## src/hdl/rrc_pkg.sv

```systemverilog
// Shared constants, register indexes and width helpers for the rounded-rectangle coverage block.
package rrc_pkg;

	localparam int CFG_W = 11;
	localparam int PIX_W = 10;
	localparam int COV_W = 8;
	localparam int IDX_W = 2;

	localparam int MAX_DIM_DEF   = 1024;
	localparam int FRAC_BITS_DEF = 8;

	localparam logic [IDX_W-1:0] REG_WIDTH  = IDX_W'(0);
	localparam logic [IDX_W-1:0] REG_HEIGHT = IDX_W'(1);
	localparam logic [IDX_W-1:0] REG_RADIUS = IDX_W'(2);

	// width of dimensions and half-pixel offsets before sign
	function automatic int base_w(input int max_dim);
		int dw;
		dw = $clog2(max_dim + 1);
		return (dw > CFG_W) ? dw : CFG_W;
	endfunction

	// root bits of the corner distance, one cell per bit
	function automatic int sqrt_stages(input int max_dim, input int frac_bits);
		int rw0;
		rw0 = 2 * (base_w(max_dim) + 1) + 1 + 2 * frac_bits;
		return (rw0 + 1) >> 1;
	endfunction

endpackage

```

## src/hdl/rrc_sqrt_cell.sv

```systemverilog
// One cell of the square root chain: settles one root bit and passes it on.
module rrc_sqrt_cell #(
	parameter int QW = 21,
	parameter int TW = 14
) (
	input  logic            clk,
	input  logic            arst_n,
	input  logic            prev_vld,
	input  logic [2*QW-1:0] prev_rad,
	input  logic [QW-1:0]   prev_root,
	input  logic [QW:0]     prev_rem,
	input  logic [TW-1:0]   prev_tag,
	output logic            next_vld,
	output logic [2*QW-1:0] next_rad,
	output logic [QW-1:0]   next_root,
	output logic [QW:0]     next_rem,
	output logic [TW-1:0]   next_tag
);

	localparam int RW = 2 * QW;

	logic [QW+2:0]   rem_sh;
	logic [QW+2:0]   trial;
	logic [QW+2:0]   diff;
	logic            ge;
	logic            vld_q;
	logic [RW-1:0]   rad_q;
	logic [QW-1:0]   root_q;
	logic [QW:0]     rem_q;
	logic [TW-1:0]   tag_q;

	always_comb begin
		rem_sh = {prev_rem, prev_rad[RW-1:RW-2]};
		trial  = {1'b0, prev_root, 2'b01};
		ge     = rem_sh >= trial;
		diff   = rem_sh - trial;
	end

	always_ff @(posedge clk or negedge arst_n) begin
		if (!arst_n) begin
			vld_q <= 1'b0;
		end else begin
			vld_q <= prev_vld;
		end
	end

	always_ff @(posedge clk) begin
		rad_q  <= {prev_rad[RW-3:0], 2'b00};
		root_q <= {prev_root[QW-2:0], ge};
		rem_q  <= ge ? diff[QW:0] : rem_sh[QW:0];
		tag_q  <= prev_tag;
	end

	assign next_vld  = vld_q;
	assign next_rad  = rad_q;
	assign next_root = root_q;
	assign next_rem  = rem_q;
	assign next_tag  = tag_q;

endmodule

```

## src/hdl/round_rect_coverage_mask.sv

```systemverilog
// Top level: rounded-rectangle anti-aliased coverage, fully pipelined.
//
//   channel  | handshake          | payload
//   ---------+--------------------+-------------------------------
//   pixel    | start / busy       | pixel_x, pixel_y
//   result   | done (strobe)      | coverage
//   config   | cfg_we             | cfg_index, cfg_wdata
//
// One pixel per clock; busy stays low. The done strobe rises once an accepted pixel
// has passed the stage 1 to 4 registers, the chain cells and the stage 5 and 6 registers,
// QW being the root bits of the corner distance (21 at the defaults), one chain cell per bit.
// Reset clears all valid flags and loads width 1, height 1, radius 0.
// The receiver cannot stall; every result appears for one cycle.
module round_rect_coverage_mask #(
	parameter int MAX_DIM   = rrc_pkg::MAX_DIM_DEF,
	parameter int FRAC_BITS = rrc_pkg::FRAC_BITS_DEF
) (
	input  logic                      clk,
	input  logic                      arst_n,
	input  logic                      start,
	output logic                      busy,
	input  logic [rrc_pkg::PIX_W-1:0] pixel_x,
	input  logic [rrc_pkg::PIX_W-1:0] pixel_y,
	output logic                      done,
	output logic [rrc_pkg::COV_W-1:0] coverage,
	input  logic                      cfg_we,
	input  logic [rrc_pkg::IDX_W-1:0] cfg_index,
	input  logic [rrc_pkg::CFG_W-1:0] cfg_wdata
);

	import rrc_pkg::*;

	localparam int BW  = base_w(MAX_DIM);
	localparam int SW  = BW + 3;
	localparam int AW  = BW + 1;
	localparam int SQW = 2 * AW + 1;
	localparam int QW  = sqrt_stages(MAX_DIM, FRAC_BITS);
	localparam int RW  = 2 * QW;
	localparam int GW  = BW + 2;
	localparam int TW  = GW + 1;
	localparam int NW  = ((QW > GW + FRAC_BITS) ? QW : GW + FRAC_BITS) + 2;
	localparam int TTW = FRAC_BITS + COV_W + 2;

	logic [CFG_W-1:0] cfg_w_q, cfg_h_q, cfg_r_q;

	always_ff @(posedge clk or negedge arst_n) begin
		if (!arst_n) begin
			cfg_w_q <= CFG_W'(1);
			cfg_h_q <= CFG_W'(1);
			cfg_r_q <= '0;
		end else if (cfg_we) begin
			case (cfg_index)
				REG_WIDTH:  cfg_w_q <= cfg_wdata;
				REG_HEIGHT: cfg_h_q <= cfg_wdata;
				REG_RADIUS: cfg_r_q <= cfg_wdata;
				default: ;
			endcase
		end
	end

	assign busy = 1'b0;

	// stage 1: effective geometry and absolute offsets from center
	logic [BW-1:0]        w_ext, h_ext, r_ext, w_eff, h_eff, min_wh, maxr, r_eff;
	logic signed [SW-1:0] ofx, ofy;
	logic [SW-1:0]        ofx_abs, ofy_abs;
	logic                 accept;

	always_comb begin
		accept  = start && !busy;
		w_ext   = BW'(cfg_w_q);
		h_ext   = BW'(cfg_h_q);
		r_ext   = BW'(cfg_r_q);
		w_eff   = (w_ext > BW'(MAX_DIM)) ? BW'(MAX_DIM) : w_ext;
		h_eff   = (h_ext > BW'(MAX_DIM)) ? BW'(MAX_DIM) : h_ext;
		min_wh  = (w_eff < h_eff) ? w_eff : h_eff;
		maxr    = min_wh >> 1;
		r_eff   = (r_ext > maxr) ? maxr : r_ext;
		ofx     = $signed(SW'({pixel_x, 1'b1})) - $signed(SW'(w_eff));
		ofy     = $signed(SW'({pixel_y, 1'b1})) - $signed(SW'(h_eff));
		ofx_abs = ofx[SW-1] ? SW'(-ofx) : SW'(ofx);
		ofy_abs = ofy[SW-1] ? SW'(-ofy) : SW'(ofy);
	end

	logic          vld_s1, zero_s1;
	logic [AW-1:0] dx_s1, dy_s1;
	logic [BW-1:0] ex_s1, ey_s1;
	logic [BW:0]   r2_s1;

	always_ff @(posedge clk) begin
		dx_s1   <= AW'(ofx_abs);
		dy_s1   <= AW'(ofy_abs);
		ex_s1   <= w_eff - {r_eff[BW-2:0], 1'b0};
		ey_s1   <= h_eff - {r_eff[BW-2:0], 1'b0};
		r2_s1   <= {r_eff, 1'b0};
		zero_s1 <= (w_eff == '0) || (h_eff == '0);
	end

	// stage 2: signed distance past the inner box per axis
	logic                 vld_s2, zero_s2;
	logic signed [SW-1:0] ax_s2, ay_s2;
	logic [BW:0]          r2_s2;

	always_ff @(posedge clk) begin
		ax_s2   <= $signed(SW'(dx_s1)) - $signed(SW'(ex_s1));
		ay_s2   <= $signed(SW'(dy_s1)) - $signed(SW'(ey_s1));
		r2_s2   <= r2_s1;
		zero_s2 <= zero_s1;
	end

	// stage 3: squares and the inside term folded with the radius
	logic [AW-1:0]        axc, ayc;
	logic signed [SW-1:0] in_term;
	logic [SW-1:0]        neg_in;
	logic                 vld_s3, zero_s3;
	logic [2*AW-1:0]      sqx_s3, sqy_s3;
	logic [GW-1:0]        g_s3;

	always_comb begin
		axc     = ax_s2[SW-1] ? '0 : AW'(ax_s2);
		ayc     = ay_s2[SW-1] ? '0 : AW'(ay_s2);
		in_term = (ax_s2 > ay_s2) ? ax_s2 : ay_s2;
		neg_in  = in_term[SW-1] ? SW'(-in_term) : '0;
	end

	always_ff @(posedge clk) begin
		sqx_s3  <= axc * axc;
		sqy_s3  <= ayc * ayc;
		g_s3    <= GW'(r2_s2) + GW'(neg_in);
		zero_s3 <= zero_s2;
	end

	// stage 4: radicand
	logic             vld_s4, zero_s4;
	logic [SQW-1:0]   sq_s4;
	logic [GW-1:0]    g_s4;

	always_ff @(posedge clk) begin
		sq_s4   <= SQW'(sqx_s3) + SQW'(sqy_s3);
		g_s4    <= g_s3;
		zero_s4 <= zero_s3;
	end

	// square root chain
	logic          vld_c  [QW+1];
	logic [RW-1:0] rad_c  [QW+1];
	logic [QW-1:0] root_c [QW+1];
	logic [QW:0]   rem_c  [QW+1];
	logic [TW-1:0] tag_c  [QW+1];

	assign vld_c[0]  = vld_s4;
	assign rad_c[0]  = RW'({sq_s4, {(2 * FRAC_BITS){1'b0}}});
	assign root_c[0] = '0;
	assign rem_c[0]  = '0;
	assign tag_c[0]  = {zero_s4, g_s4};

	for (genvar i = 0; i < QW; i++) begin : g_cell
		rrc_sqrt_cell #(
			.QW(QW),
			.TW(TW)
		) u_cell (
			.clk      (clk),
			.arst_n   (arst_n),
			.prev_vld (vld_c[i]),
			.prev_rad (rad_c[i]),
			.prev_root(root_c[i]),
			.prev_rem (rem_c[i]),
			.prev_tag (tag_c[i]),
			.next_vld (vld_c[i+1]),
			.next_rad (rad_c[i+1]),
			.next_root(root_c[i+1]),
			.next_rem (rem_c[i+1]),
			.next_tag (tag_c[i+1])
		);
	end

	// stage 5: doubled coverage n = one - outside + g * one
	logic                 vld_s5, zero_s5;
	logic signed [NW-1:0] n_s5;

	always_ff @(posedge clk) begin
		n_s5    <= $signed(NW'(tag_c[QW][GW-1:0]) << FRAC_BITS)
			+ $signed(NW'(1) << FRAC_BITS) - $signed(NW'(root_c[QW]));
		zero_s5 <= tag_c[QW][GW];
	end

	// stage 6: clamp and scale to 0..255
	logic [FRAC_BITS:0] n_lo;
	logic [TTW-1:0]     t;
	logic [COV_W-1:0]   cov_next;
	logic               vld_s6;
	logic [COV_W-1:0]   cov_s6;

	always_comb begin
		n_lo = n_s5[FRAC_BITS:0];
		t    = (TTW'(n_lo) << COV_W) - TTW'(n_lo) + (TTW'(1) << FRAC_BITS);
		if (zero_s5 || n_s5 <= 0) begin
			cov_next = '0;
		end else if (n_s5 >= $signed(NW'(1) << (FRAC_BITS + 1))) begin
			cov_next = '1;
		end else begin
			cov_next = t[FRAC_BITS+COV_W:FRAC_BITS+1];
		end
	end

	always_ff @(posedge clk) begin
		cov_s6 <= cov_next;
	end

	always_ff @(posedge clk or negedge arst_n) begin
		if (!arst_n) begin
			vld_s1 <= 1'b0;
			vld_s2 <= 1'b0;
			vld_s3 <= 1'b0;
			vld_s4 <= 1'b0;
			vld_s5 <= 1'b0;
			vld_s6 <= 1'b0;
		end else begin
			vld_s1 <= accept;
			vld_s2 <= vld_s1;
			vld_s3 <= vld_s2;
			vld_s4 <= vld_s3;
			vld_s5 <= vld_c[QW];
			vld_s6 <= vld_s5;
		end
	end

	assign done     = vld_s6;
	assign coverage = cov_s6;

endmodule

```

## config.mk

```make
export PLATFORM = sky130hd
export DESIGN_NAME = round_rect_coverage_mask
export DESIGN_NICKNAME = d
export VERILOG_FILES = /design/src/hdl/rrc_pkg.sv /design/src/hdl/rrc_sqrt_cell.sv /design/src/hdl/round_rect_coverage_mask.sv
export SDC_FILE = /design/constraint.sdc
export NUM_CORES = 2
export LEC_CHECK = 0
export BUFFER_PORTS_ARGS = -buffer_cell sky130_fd_sc_hd__buf_2
export CORE_ASPECT_RATIO = 1.5
export CORE_MARGIN = 3
export CORE_UTILIZATION = 65
export DETAILED_ROUTE_END_ITERATION = 16
export GPL_ROUTABILITY_DRIVEN = 0
export HOLD_SLACK_MARGIN = 0.12
export PLACE_DENSITY = 0.87
export SETUP_SLACK_MARGIN = 0.4
export SYNTH_ARGS = -nofsm -noshare
export SYNTH_HDL_FRONTEND = slang
export SYNTH_SLANG_ARGS = --single-unit
```

## constraint.sdc

```tcl
create_clock -name clk -period 14.6 [get_ports clk]
set_input_delay 0 -clock clk [delete_from_list [all_inputs] [get_ports clk]]
set_output_delay 0 -clock clk [all_outputs]
set_load 0.05 [all_outputs]
```

# Word level (Yosys, flattened, before mapping)
# Index checks and enable logic that the tools add are counted.
dict set report totals {
  wordCells 239
  regBits 1390
  input_bits 37
  out_inout_bits 10
}
dict set report op_classes {
  n_eq_ne 2
  order_cmp 28
  addsub 35
  n_mux 31
  multipliers 2
  n_reduce_logical 8
}
# operator count
set op_table {}
lappend op_table {{$mux W22} 19}
lappend op_table {{$mul A12 B12 Y24} 2}
lappend op_table {{$mux W12} 4}
lappend op_table {{$mux W11} 3}
lappend op_table {{$sub A12 B11 Y13} 2}
lappend op_table {{$add A24 B24 Y25} 1}
lappend op_table {{$ge A24 B10 Y1} 1}
lappend op_table {{$ge A24 B11 Y1} 1}
lappend op_table {{$ge A24 B12 Y1} 1}
lappend op_table {{$ge A24 B13 Y1} 1}
lappend op_table {{$ge A24 B14 Y1} 1}
lappend op_table {{$ge A24 B15 Y1} 1}
lappend op_table {{$ge A24 B16 Y1} 1}
lappend op_table {{$ge A24 B17 Y1} 1}
lappend op_table {{$ge A24 B18 Y1} 1}
lappend op_table {{$ge A24 B19 Y1} 1}
lappend op_table {{$ge A24 B20 Y1} 1}
lappend op_table {{$ge A24 B21 Y1} 1}
lappend op_table {{$ge A24 B22 Y1} 1}
lappend op_table {{$ge A24 B3 Y1} 1}
lappend op_table {{$ge A24 B4 Y1} 1}
lappend op_table {{$ge A24 B5 Y1} 1}
lappend op_table {{$ge A24 B6 Y1} 1}
lappend op_table {{$ge A24 B7 Y1} 1}
lappend op_table {{49 further kinds} 57}

# Longest topological paths before layout
dict set report depth {
  depth_word 7
  ltp_mapped 37
  ltp_nobuf 33
}

# Modules after synthesis
# Synthesis repeated with hierarchy kept, for this count alone.
dict set report hier_totals {
  hier_cells 9452
  hier_area_um2 99161.4
}
# module seq_area_each_um2 cells_each area_each_um2 instances
set modules_own_cells {}
lappend modules_own_cells {{rrc_sqrt_cell (g_cell[0].u_cell ...)} 1966.9 344 3728.6 20}
lappend modules_own_cells {round_rect_coverage_mask 5522.8 2238 20981.4 1}
lappend modules_own_cells {{rrc_sqrt_cell (g_cell[9].u_cell)} 1966.9 334 3608.5 1}

# Worst setup path after synthesis
# Ideal clock, no wire load.
dict set report synth_timing {
  path_type {register to register}
  startpoint {register cfg_h_q[10]}
  endpoint {register ex_s1[10]}
  setup_ns 0.128
  required_time_ns 14.472
  t_arrival_ns 6.300
  synth_period_minus_slack_ns 6.428
  path_stages_with_launch 33
  path_slack_ns 8.172
  path_buffers 4
  path_cell_list {dfrtp_1 > inv_1 > buf_1 > nand2_1 > ha_1 > a21o_1 > a21oi_1 > nor2b_1 > o21ai_0 > a21oi_1 > a21oi_1 > clkbuf_1 > mux2i_1 > inv_1 > ha_1 > nand2_1 > or4_1 > o31ai_1 > a31o_2 > clkbuf_1 > buf_1 > nand2_1 > o21a_1 > ha_1 > nor2b_1 > o21ai_0 > a21boi_0 > o21a_1 > nor2_1 > o21ai_0 > a2111oi_0 > nor3_1 > xnor2_1}
}
dict set report synth_between {
  elab_chain_len 7
}
# element line
set synth_rtl {}
lappend synth_rtl {{start: declaration} round_rect_coverage_mask.sv:44} ;# logic [CFG_W-1:0] cfg_w_q, cfg_h_q, cfg_r_q;
lappend synth_rtl {{start signal: assignment} round_rect_coverage_mask.sv:54} ;# REG_HEIGHT: cfg_h_q <= cfg_wdata;
lappend synth_rtl {{$gt A11 B11 Y1} round_rect_coverage_mask.sv:75} ;# h_eff = (h_ext > BW'(MAX_DIM)) ? BW'(MAX_DIM) : h_ext;
lappend synth_rtl {{$mux W11 (*)} round_rect_coverage_mask.sv:75}
lappend synth_rtl {{$lt A11 B11 Y1} round_rect_coverage_mask.sv:76} ;# min_wh = (w_eff < h_eff) ? w_eff : h_eff;
lappend synth_rtl {{$mux W11 (*)} round_rect_coverage_mask.sv:76}
lappend synth_rtl {{$gt A11 B10 Y1} round_rect_coverage_mask.sv:78} ;# r_eff = (r_ext > maxr) ? maxr : r_ext;
lappend synth_rtl {{$mux W10 (*)} round_rect_coverage_mask.sv:78}
lappend synth_rtl {{$sub A11 B11 Y11 (*)} round_rect_coverage_mask.sv:93} ;# ex_s1 <= w_eff - {r_eff[BW-2:0], 1'b0};
lappend synth_rtl {{end signal: assignment} round_rect_coverage_mask.sv:93}
lappend synth_rtl {{end: declaration} round_rect_coverage_mask.sv:87} ;# logic [BW-1:0] ex_s1, ey_s1;
# Mark *: on every way between the ends. The rest lies on a longest branch, timed or not.
# A chain may end at the register's enable or synchronous reset.

# Worst setup path in the final report
dict set report layout_timing {
  startpoint {register cfg_w_q[10]}
  endpoint {register ey_s1[10]}
}
dict set report layout_between {
  elab_chain_len 7
}
# element line
set layout_rtl {}
lappend layout_rtl {{start: declaration} round_rect_coverage_mask.sv:44}
lappend layout_rtl {{start signal: assignment} round_rect_coverage_mask.sv:53} ;# REG_WIDTH: cfg_w_q <= cfg_wdata;
lappend layout_rtl {{$gt A11 B11 Y1} round_rect_coverage_mask.sv:74} ;# w_eff = (w_ext > BW'(MAX_DIM)) ? BW'(MAX_DIM) : w_ext;
lappend layout_rtl {{$mux W11 (*)} round_rect_coverage_mask.sv:74}
lappend layout_rtl {{$lt A11 B11 Y1} round_rect_coverage_mask.sv:76}
lappend layout_rtl {{$mux W11 (*)} round_rect_coverage_mask.sv:76}
lappend layout_rtl {{$gt A11 B10 Y1} round_rect_coverage_mask.sv:78}
lappend layout_rtl {{$mux W10 (*)} round_rect_coverage_mask.sv:78}
lappend layout_rtl {{$sub A11 B11 Y11 (*)} round_rect_coverage_mask.sv:94} ;# ey_s1 <= h_eff - {r_eff[BW-2:0], 1'b0};
lappend layout_rtl {{end signal: assignment} round_rect_coverage_mask.sv:94}
lappend layout_rtl {{end: declaration} round_rect_coverage_mask.sv:87}
# Marked as above.

==> summary.txt <==
GRT
  • First-pass GRT wire length: ~210000 um
  • Vias in the first global route: ~44000
  • Largest net degree at the start of global routing: about 60
  • Remaining Overflow, GRT: 0
  • GRT Total Usage: 0.282
  • Initial antenna violation count: 6

STA
  • Worst slew pin tran: 1350 ps
  • Unrepaired setup endpoints after global routing: no
  • Max Clock Freq: between 0.1 and 0.15 GHz
  • Max transition margin: 0.0740
  • Max Transition Viols Final: 0
  • Tcrit/Tclk final: 0.541
  • Setup violators final: 0
  • Final setup TNS: 0 ps
  • Clk_skew: approximately 24 ps
  • Hold Vio Cnt, Final: 0
  • Crit path time final: roughly 7900 ps

Flow run
  • Number of max-cap violations: 0

Clocking
  • Worst skew pair latency: approximately 700 ps
  • Clk buf depth: 3
  • CTS tree: built
  • CTS HTree Levels: 3
  • CTS sink count: roughly 1400
  • Total CTS buffers: 116
  • Clock transition at the registers of the reported paths: ~70 ps
  • Root Buffer: clkbuf_16
  • CTS resizes: 0
  • Post-CTS Setup Inserts: 0

Detailed routing
  • WL/cell: about 19 um
  • Total number of vias: 40800
  • Routed WL: roughly 130000 um
  • DRT iter0 DRCs: roughly 2100
  • Post-route DRC: 0
  • Routed Antenna Nets: 0
  • Drt via density: between 5 and 6
  • Pre-Repair DR Iteration Count: 12

Final layout
  • Most frequent cells in the layout: dfxtp_1 (1309), inv_1 (625), ha_1 (516)
  • Final net count: 6557
  • Layout cells sized above 1: 0.0673
  • P&R area growth vs syn: 11.1%
  • Most common cell after layout, fill and taps aside: dfxtp_1
  • Final non-filler cell total: between 7000 and 8000

Synthesis
  • Synth unique cells: 80
  • Yosys warns: 0
  • Synth top area share: 0.450
  • Async set-reset flop share out of synthesis: 0.0438
  • Most used DFF post-synth: dfxtp_1
  • Post-Synthesis Cell Area: around 58000 sq um
  • Post-Syn Instances: between 5000 and 6000
  • Top cells by area, synth: dfxtp_1 (45%), ha_1 (11%), fa_1 (5.9%)
  • Post-synth EDFFs: 0
  • Mean area per synthesized cell: 10.3 sq um
  • Seq/Total Area, Yosys: 0.476
  • Largest area contributor in the netlist: dfxtp_1
  • Seq cells post-synth: 1369

Placed design
  • Detailed Place HPWL: 95000 um
  • Placed Cells incl. Taps: approximately 7000
  • Number of port buffers: 45

Worst setup path
  • Crit path buffers/inverters: 3
  • FF-to-FF Start: cfg_w_q[10]$_DFFE_PN0P_
  • Family with the most delay on the worst path: compound AO/OA/AOI/OAI gates
  • Crit path DAT: 8450 ps
  • Crit path launch type: register
  • Worst setup EP type: register
  • WS Path Type: reg -> reg
  • Worst EP required: roughly 15000 ps
  • Worst Setup SP: cfg_w_q[10]$_DFFE_PN0P_
  • Slowest CP cell: a21oi_1
  • Biggest cell delay along the critical path: between 900 and 1000 ps
  • CP Max Fanout: 27

Hold path
  • Hold Startpoint: cfg_wdata[9]
  • Hold Crit Class: in -> reg

Status
  • Status: finished clean

Die
  • I/O pin total: between 40 and 50
  • Die area: a little over 90000 sq um
  • Core area: around 90000 sq um
  • Num rows: around 130
  • Die Y: about 370 um
  • Die Wd: between 200 and 300 um
  • Starting Density: 0.660
## flip-flops by register name (all words and copies together) (netlist names), 21 cells and up
name / flops
g_cell.u_cell.next_rem: 401
g_cell.u_cell.next_tag: 294
g_cell.u_cell.next_root: 231
g_cell.u_cell.next_rad: 156
sq_s4: 25
n_s5: 23
sqx_s3: 23
sqy_s3: 23
g_cell.u_cell.next_vld: 21
## worst paths after layout
path,endpoint,slack [ps],cells after the start
max,ey_s1[10]$_DFF_P_,6710,29
min,cfg_h_q[9]$_DFFE_PN0P_,130,3
max reg2reg,ey_s1[10]$_DFF_P_,6710,29
min reg2reg,g_cell[6].u_cell.next_rad[30]$_DFF_P_,310,0
max in group asynchronous,g_cell[5].u_cell.next_vld$_DFF_PN0_,13500,4
min in group asynchronous,cfg_r_q[4]$_DFFE_PN0P_,530,4
## cells by family (layout without fill, tap and decap cells)
kind of cell / Yosys count / after routing / synth area share
and+or+nand+nor: 1407 / 1407 / 0.120
DFF: 1369 / 1369 / 0.476
AOI/OAI and AO/OA: 947 / 947 / 0.103
buffers and inverters: 721 / 978 / 0.0467
adders and majority gates: 687 / 687 / 0.170
xor gates and xnor gates: 436 / 436 / 0.0656
muxes: 102 / 102 / 0.0193
other: 1 / 6 / 0.0000644
## per-stage QoR
stage / cell area, sq um / hold WS (ps) / util / worst slack (ps)
final: 64700 / 133 / 0.733 / 6710
after global routing: 64700 / 126 / 0.733 / 6210
after CTS: 64700 / 121 / 0.733 / 7120
after detailed placement: 59700 / 113 / 0.677 / 7180
after global placement: 59700 / 111 / 0.677 / 7360
after floorplan: 58200 / -296 / - / 8170
## worst register-to-register path, delay by kind of cell, from the launching register on
family | cells | cell delay, ps
AO/OA/AOI/OAI | 13 | 3790
XOR/XNOR | 1 | 140
adder cells (fa/ha/maj) | 3 | 890
buffers and inverters | 3 | 610
flip-flops | 1 | 480
multiplexers | 1 | 290
AND/OR/NAND/NOR | 8 | 1530
## synth_stat cells (14+ instances only)
master / count
or3_1: 51
nand4_1: 28
clkbuf_1: 78
fa_1: 171
nand3_1: 78
nor3_1: 165
o2111ai_1: 14
and3_1: 35
mux2_2: 82
nand2_1: 331
nor2b_1: 73
or2_2: 22
or4_1: 15
nand2b_1: 57
mux2i_1: 20
a21oi_1: 258
dfxtp_1: 1309
dfrtp_1: 58
and2_1: 69
a21boi_0: 29
a21o_1: 94
nor2_1: 357
o31ai_1: 44
xor2_1: 170
o21bai_1: 32
nor4_1: 56
o21a_1: 79
o21ai_0: 228
nand3b_1: 19
a211oi_1: 28
ha_1: 516
inv_1: 625
xnor2_1: 266
a31oi_1: 34
## routing by layer
| layer | global-route usage | vias up | wire, um |
|---|---|---|---|
| met5 | 0 | - | 37 |
| met4 | 0.269 | 6 | 14700 |
| met3 | 0.0531 | 789 | 5970 |
| met2 | 0.551 | 1333 | 70800 |
| met1 | 0.229 | 19300 | 40100 |
| li1 | - | 19400 | - |
## cell type report
cell class	instances	area [sq um]
inverter	632	2370
clock inverter	58	945
timing repair buffer	132	1040
multi-input combinational	3582	27800
sequential	1369	27700
tap	1147	1440
fill	5525	23500
antenna	3	7.51
clock buffer	156	3330
## timing repair
action | in CTS | in global routing
hold buffers | 64 | 1
endpoints found under the hold margin | 116 | 1
setup endpoints to repair | 0 | 0
Power is not shown: default switching activity piles up to over one toggle a cycle in this logic, so the estimate is an artifact.
